## config.mk

```make
export PLATFORM = sky130hd
export DESIGN_NAME = tlgs_ctrl
export DESIGN_NICKNAME = d
export VERILOG_FILES = /design/src/hdl/tlgs_pkg.sv /design/src/hdl/tlgs_ctrl.sv
export SDC_FILE = /design/constraint.sdc
export NUM_CORES = 1
export LEC_CHECK = 0
export BUFFER_PORTS_ARGS = -buffer_cell sky130_fd_sc_hd__buf_2
export CELL_PAD_IN_SITES_DETAIL_PLACEMENT = 1
export CELL_PAD_IN_SITES_GLOBAL_PLACEMENT = 1
export CORE_MARGIN = 5
export CORE_UTILIZATION = 34
export CTS_BUF_LIST = sky130_fd_sc_hd__clkbuf_8
export CTS_CLUSTER_SIZE = 30
export DETAILED_ROUTE_END_ITERATION = 6
export PLACE_DENSITY = 0.75
export REMOVE_ABC_BUFFERS = 1
export SETUP_SLACK_MARGIN = 0.15
export SLEW_MARGIN = 10
export SYNTH_ARGS = -nofsm -noshare
export SYNTH_HDL_FRONTEND = slang
export SYNTH_SLANG_ARGS = --single-unit
```

## constraint.sdc

```tcl
create_clock -name clk -period 1.7 [get_ports clk]
set_input_delay 0.425 -clock clk [delete_from_list [all_inputs] [get_ports clk]]
set_output_delay 0.425 -clock clk [all_outputs]
set_load 0.05 [all_outputs]
```

## src/hdl/tlgs_pkg.sv

```systemverilog
// Shared types and constants for the toroidal life generation step block.
// Holds the command codes, register indexes, item layout and the control and
// status bundles between the controller and the datapath. Depends on nothing.
package tlgs_pkg;

    // Grid size defaults and fixed field widths.
    localparam int DEFAULT_MAX_WIDTH  = 64;
    localparam int DEFAULT_MAX_HEIGHT = 64;
    localparam int CMD_W              = 2;
    localparam int COORD_W            = 6;
    localparam int SIZE_W             = 7;
    localparam int CFG_IDX_W          = 2;
    localparam int ITEM_W             = 2 * COORD_W + 1;
    localparam int IN_TDATA_W         = 16;
    localparam int OUT_TDATA_W        = 8;

    localparam logic [SIZE_W-1:0] RESET_GRID_WIDTH  = 7'd45;
    localparam logic [SIZE_W-1:0] RESET_GRID_HEIGHT = 7'd35;

    // Register indexes on the configuration channel.
    localparam logic [CFG_IDX_W-1:0] REG_GRID_WIDTH  = 2'd0;
    localparam logic [CFG_IDX_W-1:0] REG_GRID_HEIGHT = 2'd1;

    // B3/S23 neighbour counts.
    localparam logic [3:0] BIRTH_COUNT   = 4'd3;
    localparam logic [3:0] SURVIVE_COUNT = 4'd2;

    typedef enum logic [CMD_W-1:0] {
        CMD_WRITE = 2'd0,
        CMD_READ  = 2'd1,
        CMD_STEP  = 2'd2,
        CMD_NOP   = 2'd3
    } cmd_t;

    // Input payload as it sits in tdata, cell_x in the lowest bits.
    typedef struct packed {
        logic               cell_in;
        logic [COORD_W-1:0] cell_y;
        logic [COORD_W-1:0] cell_x;
    } item_t;

    // Commands from the controller to the datapath.
    typedef struct packed {
        logic load_item;
        logic row_rst;
        logic row_inc;
        logic clear_row;
        logic rd_up;
        logic rd_dn;
        logic cap_up;
        logic cap_mid;
        logic cap_dn;
        logic wr_next;
        logic cell_op;
        logic swap;
        logic out_load;
    } ctrl_t;

    // Status from the datapath to the controller.
    typedef struct packed {
        logic row_last;
        logic out_free;
    } stat_t;

endpackage

```

## src/hdl/tlgs_ctrl.sv

```systemverilog
// Sequencer of the life grid block: clearing pass, cell access and the
// row-by-row generation step. Depends on tlgs_pkg.
module tlgs_ctrl (
    input  logic                clk,
    input  logic                rst_n,
    input  logic                in_valid,
    input  tlgs_pkg::cmd_t      in_cmd,
    output logic                in_ready,
    input  tlgs_pkg::stat_t     stat,
    output tlgs_pkg::ctrl_t     ctrl
);

    import tlgs_pkg::*;

    typedef enum logic [8:0] {
        ST_CLEAR  = 9'b000000001,
        ST_IDLE   = 9'b000000010,
        ST_CELL   = 9'b000000100,
        ST_RD_UP  = 9'b000001000,
        ST_RD_MID = 9'b000010000,
        ST_RD_DN  = 9'b000100000,
        ST_CAP_DN = 9'b001000000,
        ST_WR_ROW = 9'b010000000,
        ST_DONE   = 9'b100000000
    } state_t;

    state_t state_reg;
    state_t state_next;

    always_ff @(posedge clk or negedge rst_n)
    begin
        if (!rst_n)
        begin
            state_reg <= ST_CLEAR;
        end
        else
        begin
            state_reg <= state_next;
        end
    end

    always_comb
    begin
        state_next = state_reg;
        ctrl       = '0;
        in_ready   = 1'b0;
        case (state_reg)
            ST_CLEAR:
            begin
                ctrl.clear_row = 1'b1;
                ctrl.row_inc   = 1'b1;
                if (stat.row_last)
                begin
                    state_next = ST_IDLE;
                end
            end
            ST_IDLE:
            begin
                in_ready = 1'b1;
                if (in_valid)
                begin
                    ctrl.load_item = 1'b1;
                    ctrl.row_rst   = 1'b1;
                    case (in_cmd)
                        CMD_WRITE: state_next = ST_CELL;
                        CMD_READ:  state_next = ST_CELL;
                        CMD_STEP:  state_next = ST_RD_UP;
                        default:   state_next = ST_DONE;
                    endcase
                end
            end
            ST_CELL:
            begin
                ctrl.cell_op = 1'b1;
                state_next   = ST_DONE;
            end
            ST_RD_UP:
            begin
                ctrl.rd_up = 1'b1;
                state_next = ST_RD_MID;
            end
            ST_RD_MID:
            begin
                ctrl.cap_up = 1'b1;
                state_next  = ST_RD_DN;
            end
            ST_RD_DN:
            begin
                ctrl.cap_mid = 1'b1;
                ctrl.rd_dn   = 1'b1;
                state_next   = ST_CAP_DN;
            end
            ST_CAP_DN:
            begin
                ctrl.cap_dn = 1'b1;
                state_next  = ST_WR_ROW;
            end
            ST_WR_ROW:
            begin
                ctrl.wr_next = 1'b1;
                ctrl.row_inc = 1'b1;
                if (stat.row_last)
                begin
                    ctrl.swap  = 1'b1;
                    state_next = ST_DONE;
                end
                else
                begin
                    state_next = ST_RD_UP;
                end
            end
            ST_DONE:
            begin
                if (stat.out_free)
                begin
                    ctrl.out_load = 1'b1;
                    state_next    = ST_IDLE;
                end
            end
            default:
            begin
                state_next = ST_CLEAR;
            end
        endcase
    end

endmodule

```

==> summary.md <==
| Metric | Value |
|---|---|
| Final WS setup | `-435 ps` |
| Fillers | `around 210` |
| Crit-path max cell delay | `around 410 ps` |
| Sw frac | `between 40% and 50%` |
| Synth Area in Compound Gates | `roughly 15%` |
| Max Slew Vio Count | `0` |
| Critical Path End Type | `primary output` |
| Flop pwr share | `approximately 18%` |
| Worst hold path class | `in -> async` |
| IO Pins | `21` |
| Max reg flops | `9` |
| DRT Wirelength | `~3200 um` |
| Post-synthesis xor/xnor area fraction | `0%` |
| Worst-margin pin slew | `498 ps` |
| Sw Pwr | `between 0.7 and 0.8 mW` |
| Place WS | `-293 ps` |
| Top FF cell, synth | `dfrtp_1` |
| Critical Path Fanout Max | `4` |
| CP Cell Sequence | `nor4_4 > buf_4 > and4b_4 > and2_4 > buf_8` |
| CP Data Required Time | `about 1300 ps` |
| LEAKAGE | `~0.65 nW` |
| FMAX | `roughly 0.47 GHz` |
| DP HPWL | `approximately 1800 um` |
| Synthesized cell area | `about 680 um^2` |
| Fin crit period | `2140 ps` |
| Violated checks | `setup timing` |
| Critical Path AT | `~1700 ps` |
| Die area | `2990 um^2` |
| Num CTS Buffers | `3` |
| Antenna-violating nets left | `0` |
| H-Tree Depth | `1` |
| Routed vias/inst | `5.37` |
| Area post-placement | `around 1000 um^2` |
| Mean Syn Cell Area | `~9.1 um^2` |
| Initial DRT Pass Iterations | `4` |
| Hold Fails Final Rpt | `0` |
| Post-Layout Inst Area | `1360 um^2` |
| Setup Crit Path Kind | `reg -> out` |
| Fin cells | `approximately 160` |
| Seq cells post-synth | `9` |
| Vias in the first global route | `946` |
| Area of the multi-input gates | `between 500 and 600 um^2` |
| Clk pin slew, worst setup/hold paths | `around 50 ps` |
| R2r setup slk | `-20 ps` |
| Most frequent cells in the layout | `buf_4 (28), buf_6 (16), buf_8 (8)` |
| Tot GR Track Use | `about 22%` |
| Final Skew | `~1.6 ps` |
| Commonest non-fill, non-tap cell in the layout | `buf_4` |
| Routed wire per std cell | `between 20 and 25 um` |
| DIE WIDTH | `roughly 55 um` |
| Register area | `between 200 and 250 um^2` |
| Hold Buf Count CTS | `0` |
| GPL Wtd Cong | `0.842` |
| Die height | `54.7 um` |
| Synth Warn # | `0` |
| Overflow after GRT | `0` |
| Row cnt | `16` |
| Area Overhead vs Synth | `101%` |
| Power Density | `approximately 1200 nW/um^2` |
| Clock Sinks | `9` |
| First-pass GRT wire length | `about 4500 um` |
| Nets@finish | `142` |
| CTS max path bufs | `2` |
| R2r worst-path depth | `6` |
| Total power | `around 1.6 mW` |
| # diodes | `0` |
| Max_slew headroom | `approximately 66%` |
| Syn Inst Count | `75` |
| Final setup viols | `15` |
| Worst vdd ir | `around 0.92 mV` |
| DR iter-0 viols | `11` |
| Fin Setup TNS | `-4330 ps` |
| Multiplexer area fraction after synthesis | `0%` |
| Initial antenna violation count | `0` |
| Status | `finished, violations left` |
| Internal power | `0.901 mW` |
| Sequential fraction of the synthesis area | `between 30% and 40%` |
| Fraction of layout instances using a drive strength above 1 | `about 68%` |
| CTS root buf | `clkbuf_8` |
| Post-Synth Simple-Gate Area | `46.6%` |
| Vias | `around 860` |
| Placed cells | `between 100 and 150` |
| Final worst-path cycle share | `126%` |
| CTS tree | `yes` |
| Largest net degree at the start of global routing | `10` |
| Logic pwr share | `between 60% and 70%` |
| Clk_lat worst skew | `about 240 ps` |
| Yosys cell types | `36` |
| Initial core utilization | `around a third` |
| Adder-Cell Fraction of Synth Area | `0%` |
| Largest family of logic cells by synthesized area | `simple AND/OR/NAND/NOR gates` |
| Post-synth EDFFs | `0` |
| Synth async-reset ratio | `between 90% and 100%` |
| Core ar. | `between 1500 and 2000 um^2` |
| Max Cap Viol | `0` |
| DRC viols | `0` |
| RSZ-0062 raised after global routing | `true` |
| Port bufs | `20` |
| CP max-delay cell | `dfrtp_1` |
| Clk pwr share | `between 10% and 20%` |
| CP startpoint kind | `flip-flop` |
-- Yosys cell counts (all sizes together), types with 2 or more instances --
master | count | share of area (%)
and3 | 3 | 2.9
nor2b | 9 | 8.3
a21oi | 5 | 3.7
nand3 | 3 | 2.2
buf | 3 | 3.9
nor2 | 10 | 5.5
nor3 | 4 | 5.3
inv | 2 | 1.1
nor3b | 2 | 2.9
and4 | 2 | 2.6
dfrtp | 8 | 29
o21ai | 3 | 2.2
nand2 | 3 | 1.7
-- worst max-delay path, delay by kind of cell, from the launching register on --
family                 cells  cell delay (ps)
and+or+nand+nor            3              720
DFF                        1              410
buffers and inverters      2              330
-- logic make-up (layout without fill, tap and decap cells) --
logic type | Yosys count | in the layout
flops | 9 | 9
buf+inv | 5 | 64
simple gates | 46 | 46
compound gates | 15 | 15
-- final timing paths --
kind                                          startpoint                  endpoint
min in group clk                               in_cmd[0]  state_reg[8]$_DFFE_PN0P_
max in group asynchronous                          rst_n  state_reg[0]$_DFFE_PN1P_
worst max register to register  state_reg[4]$_DFFE_PN0P_  state_reg[8]$_DFFE_PN0P_
worst min register to register  state_reg[4]$_DFFE_PN0P_  state_reg[1]$_DFFE_PN0P_
worst max-delay path            state_reg[4]$_DFFE_PN0P_                  ctrl[12]
worst min-delay path                               rst_n  state_reg[3]$_DFFE_PN0P_
-- power by group through the flow --
stage	Clock [mW]	Combinational [mW]	Sequential (mW)
finish	0.262	1.06	0.290
global route	0.279	1.12	0.294
CTS	0.264	0.964	0.285
detailed placement	0	0.763	0.287
global placement	0	0.744	0.285
floorplan	0	0.438	0.299
-- repair_timing --
item / CTS / global route
endpoints found under the hold margin: 0 / 0
endpoints found under the setup margin: 17 / 18
resized for setup: 53 / 18
setup buffers: 6 / 5
pin swaps: 7 / 7
-- through the flow --
step | util (%) | hold WS, ps
after floorplan | - | 129
after global placement | 51.0 | 293
after detailed placement | 51.0 | 295
after CTS | 64.9 | 47.6
after global routing | 70.2 | 47.3
final | 70.2 | 33.9
-- layout make-up --
type / instances / share of cell area (%)
flip-flops and latches: 9 / 16.7
inverters: 2 / 0.550
repair buffers: 58 / 39.6
well taps: 27 / 2.48
clock inverters: 1 / 0.275
multi-input cells: 61 / 37.3
clock buffers: 3 / 3.03
-- per-layer routing --
layer,routed length (um),track usage (%),vias up,part of all wire (%)
met4,94,9.13,0,2.9
li1,-,-,394,-
met1,1150,20.5,427,36
met3,146,4.63,11,4.5
met5,0,0,-,0
met2,1850,46.1,32,57
Power figures use the tool's default switching activity.
